===== config.mk =====
export PLATFORM = sky130hd
export DESIGN_NAME = ghp_ctrl
export DESIGN_NICKNAME = d
export VERILOG_FILES = /design/src/hw/rtl/ghp_pkg.sv /design/src/hw/rtl/ghp_ctrl.sv
export SDC_FILE = /design/constraint.sdc
export NUM_CORES = 1
export LEC_CHECK = 0
export ABC_CLOCK_PERIOD_IN_PS = 4450
export BUFFER_PORTS_ARGS = -buffer_cell sky130_fd_sc_hd__buf_4
export CAP_MARGIN = 20
export CORE_AREA = 5 5 52 58
export DETAILED_ROUTE_END_ITERATION = 16
export DIE_AREA = 0 0 57 63
export SLEW_MARGIN = 10
export SYNTH_ARGS = -nofsm -noshare
export SYNTH_HDL_FRONTEND = slang
export SYNTH_SLANG_ARGS = --single-unit

===== constraint.sdc =====
create_clock -name clk -period 4.45 [get_ports clk]
set_input_delay 1.335 -clock clk [delete_from_list [all_inputs] [get_ports clk]]
set_output_delay 1.335 -clock clk [all_outputs]
set_load 0.02 [all_outputs]

===== src/hw/rtl/ghp_pkg.sv =====
// Shared types and constants for the host-pathogen Gillespie step block.
// No dependencies; used by ghp_ctrl, ghp_dp and the top level.
package ghp_pkg;

  localparam int CNT_W   = 16;
  localparam int RATE_W  = 20;
  localparam int TIME_W  = 40;
  localparam int DRAW_W  = 32;
  localparam int TOT_W   = 56;  // sum of six rates, Q.16
  localparam int DVD_W   = 48;  // exp_draw << 16
  localparam int EV_W    = 3;
  localparam int NUM_EV  = 6;
  localparam int CNT_IDX_W = 6;
  localparam int CFG_IDX_W = 3;
  localparam int CFG_W   = 40;

  localparam int POP_LIMIT_DEF = 100;
  localparam int S_START_DEF   = 10;
  localparam int I_START_DEF   = 2;
  localparam int DEATH_RATE_DEF = 655;

  // event codes, in the order the rates are summed
  localparam logic [EV_W-1:0] EV_BIRTH_S   = 3'd0;
  localparam logic [EV_W-1:0] EV_DEATH_S   = 3'd1;
  localparam logic [EV_W-1:0] EV_BIRTH_R   = 3'd2;
  localparam logic [EV_W-1:0] EV_DEATH_R   = 3'd3;
  localparam logic [EV_W-1:0] EV_IMM_PROD  = 3'd4;
  localparam logic [EV_W-1:0] EV_IMM_DECAY = 3'd5;
  localparam logic [EV_W-1:0] EV_NONE = 3'd6;
  localparam logic [CNT_IDX_W-1:0] DIV_LAST = CNT_IDX_W'(DVD_W - 1);
  localparam logic [CNT_IDX_W-1:0] RATE_LAST = CNT_IDX_W'(NUM_EV - 1);

  typedef enum logic [CFG_IDX_W-1:0] {
    CFG_BIRTH_S_UNT = 3'd0,
    CFG_BIRTH_R_UNT = 3'd1,
    CFG_BIRTH_S_TRT = 3'd2,
    CFG_BIRTH_R_TRT = 3'd3,
    CFG_TREAT_DUR   = 3'd4,
    CFG_ATTACK      = 3'd5,
    CFG_IMM_PROD    = 3'd6,
    CFG_IMM_DECAY   = 3'd7
  } cfg_idx_t;

  localparam logic [RATE_W-1:0] RST_BIRTH_S = 20'd78633;
  localparam logic [RATE_W-1:0] RST_BIRTH_R = 20'd77332;
  localparam logic [RATE_W-1:0] RST_ATTACK  = 20'd4915;
  localparam logic [RATE_W-1:0] RST_IMM     = 20'd3277;

  typedef enum logic [3:0] {
    ST_IDLE, ST_RESTART, ST_MUL1, ST_MUL2, ST_RATE, ST_ACC, ST_CHK,
    ST_TGT1, ST_TGT2, ST_PICK, ST_DIV, ST_TIME, ST_FIN, ST_PUSH
  } state_t;

  typedef struct packed {
    logic latch;
    logic restart;
    logic mul1;
    logic mul2;
    logic rate;
    logic acc;
    logic zero_done;
    logic tgt1;
    logic tgt2;
    logic pick;
    logic div_step;
    logic time_upd;
    logic fin;
    logic push;
    logic [2:0] idx;
  } cmd_t;

  typedef struct packed {
    logic done;
    logic total_zero;
    logic hit;
  } sts_t;

endpackage


===== src/hw/rtl/ghp_ctrl.sv =====
// Sequencer for the Gillespie step: state machine, step counter, output valid.
// Depends on ghp_pkg.
module ghp_ctrl (
  input  logic          clk,
  input  logic          rst_n,
  input  logic          in_valid,
  input  logic          in_req,
  output logic          in_ready,
  output logic          out_valid,
  input  logic          out_ready,
  input  ghp_pkg::sts_t sts,
  output ghp_pkg::cmd_t cmd
);

  ghp_pkg::state_t state_r, state_nxt;
  logic [ghp_pkg::CNT_IDX_W-1:0] cnt_r, cnt_nxt;
  logic out_valid_r, out_valid_nxt;

  always_ff @(posedge clk) begin
    if (!rst_n) begin
      state_r     <= ghp_pkg::ST_IDLE;
      cnt_r       <= '0;
      out_valid_r <= 1'b0;
    end else begin
      state_r     <= state_nxt;
      cnt_r       <= cnt_nxt;
      out_valid_r <= out_valid_nxt;
    end
  end

  always_comb begin
    state_nxt = state_r;
    cnt_nxt   = cnt_r;
    cmd       = '0;
    cmd.idx   = cnt_r[2:0];
    in_ready  = 1'b0;
    out_valid_nxt = out_valid_r && !out_ready;
    unique case (state_r)
      ghp_pkg::ST_IDLE: begin
        in_ready = 1'b1;
        if (in_valid) begin
          cmd.latch = 1'b1;
          if (!in_req)      state_nxt = ghp_pkg::ST_RESTART;
          else if (sts.done) state_nxt = ghp_pkg::ST_PUSH;
          else              state_nxt = ghp_pkg::ST_MUL1;
        end
      end
      ghp_pkg::ST_RESTART: begin
        cmd.restart = 1'b1;
        state_nxt = ghp_pkg::ST_FIN;
      end
      ghp_pkg::ST_MUL1: begin
        cmd.mul1 = 1'b1;
        state_nxt = ghp_pkg::ST_MUL2;
      end
      ghp_pkg::ST_MUL2: begin
        cmd.mul2 = 1'b1;
        state_nxt = ghp_pkg::ST_RATE;
      end
      ghp_pkg::ST_RATE: begin
        cmd.rate = 1'b1;
        cnt_nxt = '0;
        state_nxt = ghp_pkg::ST_ACC;
      end
      ghp_pkg::ST_ACC: begin
        cmd.acc = 1'b1;
        cnt_nxt = cnt_r + 1'b1;
        if (cnt_r == ghp_pkg::RATE_LAST) state_nxt = ghp_pkg::ST_CHK;
      end
      ghp_pkg::ST_CHK: begin
        if (sts.total_zero) begin
          cmd.zero_done = 1'b1;
          state_nxt = ghp_pkg::ST_PUSH;
        end else begin
          state_nxt = ghp_pkg::ST_TGT1;
        end
      end
      ghp_pkg::ST_TGT1: begin
        cmd.tgt1 = 1'b1;
        state_nxt = ghp_pkg::ST_TGT2;
      end
      ghp_pkg::ST_TGT2: begin
        cmd.tgt2 = 1'b1;
        cnt_nxt = '0;
        state_nxt = ghp_pkg::ST_PICK;
      end
      ghp_pkg::ST_PICK: begin
        cmd.pick = 1'b1;
        cnt_nxt = cnt_r + 1'b1;
        if (sts.hit || cnt_r == ghp_pkg::RATE_LAST) begin
          cnt_nxt = '0;
          state_nxt = ghp_pkg::ST_DIV;
        end
      end
      ghp_pkg::ST_DIV: begin
        cmd.div_step = 1'b1;
        cnt_nxt = cnt_r + 1'b1;
        if (cnt_r == ghp_pkg::DIV_LAST) state_nxt = ghp_pkg::ST_TIME;
      end
      ghp_pkg::ST_TIME: begin
        cmd.time_upd = 1'b1;
        state_nxt = ghp_pkg::ST_FIN;
      end
      ghp_pkg::ST_FIN: begin
        cmd.fin = 1'b1;
        state_nxt = ghp_pkg::ST_PUSH;
      end
      ghp_pkg::ST_PUSH: begin
        if (!out_valid_r || out_ready) begin
          cmd.push = 1'b1;
          out_valid_nxt = 1'b1;
          state_nxt = ghp_pkg::ST_IDLE;
        end
      end
      default: state_nxt = ghp_pkg::ST_IDLE;
    endcase
  end

  assign out_valid = out_valid_r;

endmodule


After elaboration in Yosys (flattened, before gate mapping):

Index checks and enable logic that the tools add are counted.

* bits in registers: 11
* input bits: 8
* output and inout port bits: 19
* logic and storage cells: 66

* $add $sub $neg: 1
* equality and inequality tests: 20
* mux-type cells: 31
* reduce and logical (&&, ||, !) cells: 11

Operator list (count)
* 4-bit case mux with 13 select lines: 1
* 4-bit two-way mux: 8
* 4-bit equality test, second input constant: 6
* 1-bit two-way mux: 20
* 6-bit case mux with 3 select lines: 1
* 4-bit by 3-bit equality test with 1-bit output, second input constant: 4
* 2-bit != test, second input constant: 5
* 4-bit by 2-bit equality test with 1-bit output, second input constant: 2
* 6-bit by 1-bit adder with 6-bit output, second input constant: 1
* 6-bit by 3-bit equality test with 1-bit output, second input constant: 1
* 6-bit equality test, second input constant: 1
* 6-bit two-way mux: 1
* 2-bit OR reduction: 3
* 5-bit AND reduction: 1
* 4-bit by 1-bit equality test with 1-bit output, second input constant: 1
* 4-bit zero test: 1
* 3-bit nonzero test: 1
* 1-bit zero test: 2
* 1-bit logical OR: 2
* 1-bit logical AND: 1

Logic depth before layout (Yosys ltp):

* depth in word-level cells: 4
* gate-level depth with buffers: 6
* depth with buffers taken out: 6

Worst setup path before layout:

No wires, ideal clock.

* kind: in2out
* start point: in sts[1] (netlist bit)
* end point: out cmd[10] (netlist bit)
* arrival time: 1872 ps
* data required time: 3115 ps
* slack: 1243 ps
* stages: 2
* buffers on the path: 0
* cells stage by stage: inv_1 -> nor3_1

RTL lines
* start, declared: RTL line ghp_ctrl.sv:11 `input ghp_pkg::sts_t sts,`
* end, declared: RTL line ghp_ctrl.sv:12 `output ghp_pkg::cmd_t cmd`

==> impl_results.md <==
* Syn Nets at ~130
* Most common cell on crit path: buf_4
* Max cap viols at 0
* Tightest Hold Check Type: register to register
* CP Max Fanout at 3
* Fin crit share at ~72%
* Peak supply drop at 0.2714 mV
* Root buffer selected by CTS: clkbuf_4
* Cell Rows at 19
* Mean Syn Cell Area at 7.712 sq um
* Deepest clock path buffer count at 2
* Initial DRC count at 13
* GPL Wtd Cong at 0.7721
* Initial Utilization at a little under two fifths
* Post-DRT Antenna Nets at 0
* Sequential area share after synthesis at around 25%
* Final worst path period need at approximately 3200 ps
* Layout fillers at 273
* Worst path slowest cell: nand2b_1
* Library cells used by synthesis at 48
* Post-route cell area at between 1000 and 1500 sq um
* TNS Setup at 0 ps
* WL/cell at 13.80 um
* RSZ-0062 raised after global routing: false
* Initial antenna violation count at 0
* Worst EP arrival at 1880 ps
* Largest net degree at the start of global routing at 19
* Hold WS at 516.0 ps
* Ant diodes at 0
* PostCTS Resize Cnt at 0
* Clock slew at reported path FFs at 70 ps
* CP startpoint kind: input port
* Crit end category: output port
* Detailed Place HPWL at 1704 um
* Cell Area, Synth at ~900 sq um
* Die Width at 57 um
* Clock skew at ~2.5 ps
* CP Cell Sequence: buf_4, nand2b_1, nor2b_1, buf_4
* Vias at 903
* CTS sink count at 11
* Dpl cell area at roughly 1100 sq um
* Number of hold buffers added after cts at 0
* PortBufs at 26
* Worst slew margin at about 61%
* Hold Vio Cnt, Final at 0
* I/O Pins at 27
* Power, Total at about 0.56 mW
* Area Growth Syn to Fin at 21.40%
* CP max stage delay at ~150 ps
* WHS Path Cells at 2
* Layout cell share with drive strength beyond 1 at a little under 30%
* Post-Route WL at 2290 um
* Fmax at 310.7 MHz
* Status: complete, no violations
* Vias in the first global route at between 800 and 900
* Core Area at 2425 sq um
* TritonRoute pass-1 iters at 4
* Yosys top cell by area: dfxtp_1
* FFs w/ async S/R, synth at 0%
* Num CTS Buffers at 3
* Slew Limit Fails at 0
* Post-synth top area share at between 20 and 25%
* CTS tree: yes
* Yosys reg bits at 11
* Gr usage total at ~13%
* Drt drc at 0
* Via/cell ratio at approximately 5.4
* Post-CTS Repair Setup Buffers at 0
* Post-synth EDFFs at 0
* R2R depth at 4
* Die Area at roughly 3600 sq um
* Primary FF master, synth: dfxtp_1
* Die height at 63 um
* CTS H-tree depth at 1
* First-pass GRT wire length at slightly below 4000 um
* Worst-margin pin slew at slightly below 600 ps
* Synth warnings at 0
* Area contributors post-synth: dfxtp_1, nor2_1, nor3_1
* WP data required at 3120 ps
* Clock latency on the worst-skew pair at about 270 ps
* GRT overflow at 0
* Kind of critical path: input port to output port
* Final setup viols at 0
* Leak at around 0.44 nW
* Power Density at just over 500 nW/um^2
* NumNets Final at between 100 and 150
* Cells after Synth at approximately 120
-- stage by stage --
| step | std cells | util (%) | setup WS (ps) |
|---|---|---|---|
| after floorplan | 116 | - | 1243 |
| after global placement | 162 | 43.70 | 1243 |
| after detailed placement | 162 | 43.70 | 1231 |
| after CTS | 166 | 44.79 | 1231 |
| after global routing | 166 | 44.79 | 1183 |
| final | 166 | 44.79 | 1232 |
-- routing by layer --
layer	share of wire, %	global-route usage [%]	up-vias
li1	-	-	457
met2	52	22.14	30
met3	6.9	5.372	2
met5	0	0	-
met4	0.44	3.768	0
met1	41	15.94	414
-- critical path, delay by kind of cell --
kind,cells,cell delay [ps]
and+or+nand+nor,2,290
buffers and inverters,2,250
-- power breakdown --
| group | leakage [nW] | internal, mW | total (mW) | switching (mW) |
|---|---|---|---|---|
| logic | 0.338 | 0.136 | 0.309 | 0.173 |
| registers | 0.0898 | 0.119 | 0.178 | 0.0593 |
| clock network | 0.0150 | 0.0347 | 0.0701 | 0.0354 |
-- worst paths after layout --
path	startpoint	slack (ps)	to
setup reg to reg	state_r[2]	2540	cnt_r[5]
hold reg to reg	cnt_r[5]	520	cnt_r[5]
hold / removal	cnt_r[5]	520	cnt_r[5]
setup / recovery	out_ready	1230	cmd[3]
-- synthesized netlist by cell type, drive strengths merged (3+ instances only) --
master,number
o21ai,6
nand2b,3
or4,3
nor2,11
a21oi,6
a211oi,4
buf,7
dfxtp,11
mux2i,3
nor3,7
o31ai,5
inv,7
clkbuf,4
nand2,8
-- cell type report --
| type | instances | area (sq um) | share of cell area [%] |
|---|---|---|---|
| clock buffers | 4 | 26.28 | 2.419 |
| well taps | 31 | 38.79 | 3.571 |
| flip-flops and latches | 11 | 220.2 | 20.28 |
| inverters | 7 | 26.28 | 2.419 |
| multi-input cells | 87 | 579.3 | 53.34 |
| repair buffers | 26 | 195.2 | 17.97 |
-- kinds of logic (layout without fill, tap and decap cells) --
logic type | count (synthesis) | after routing | synth area share, %
AOI/OAI and AO/OA | 30 | 30 | 24.76
adders and majority gates | 2 | 2 | 2.797
and+or+nand+nor | 51 | 51 | 32.87
xor gates and xnor gates | 1 | 1 | 0.9792
buffers and inverters | 18 | 37 | 10.63
DFF | 11 | 11 | 24.62
muxes | 3 | 3 | 3.357
-- sequential cells by signal (all words and copies together), names as in the netlist --
signal     count
cnt_r          6
state_r        4
out_valid      1
-- cells in the final DEF, fill, tap and decap left out, types with 2 or more instances in the layout --
master | Yosys | routed
nor2_1 | 11 | 11
dfxtp_1 | 11 | 11
nor3_1 | 7 | 7
ha_1 | 2 | 2
mux2i_1 | 3 | 3
o21ai_1 | 2 | 2
o31ai_1 | 3 | 3
inv_1 | 7 | 7
clkbuf_4 | 0 | 3
nand2_1 | 7 | 7
or4_1 | 2 | 2
or3_1 | 2 | 2
buf_4 | 3 | 26
o31ai_2 | 2 | 2
nand2b_1 | 3 | 3
nand3_1 | 2 | 2
o21ai_0 | 4 | 4
a211oi_1 | 4 | 4
nor2b_1 | 2 | 2
a21oi_1 | 5 | 5
and3_1 | 2 | 2
No activity file was read; power rests on OpenSTA's default activity.
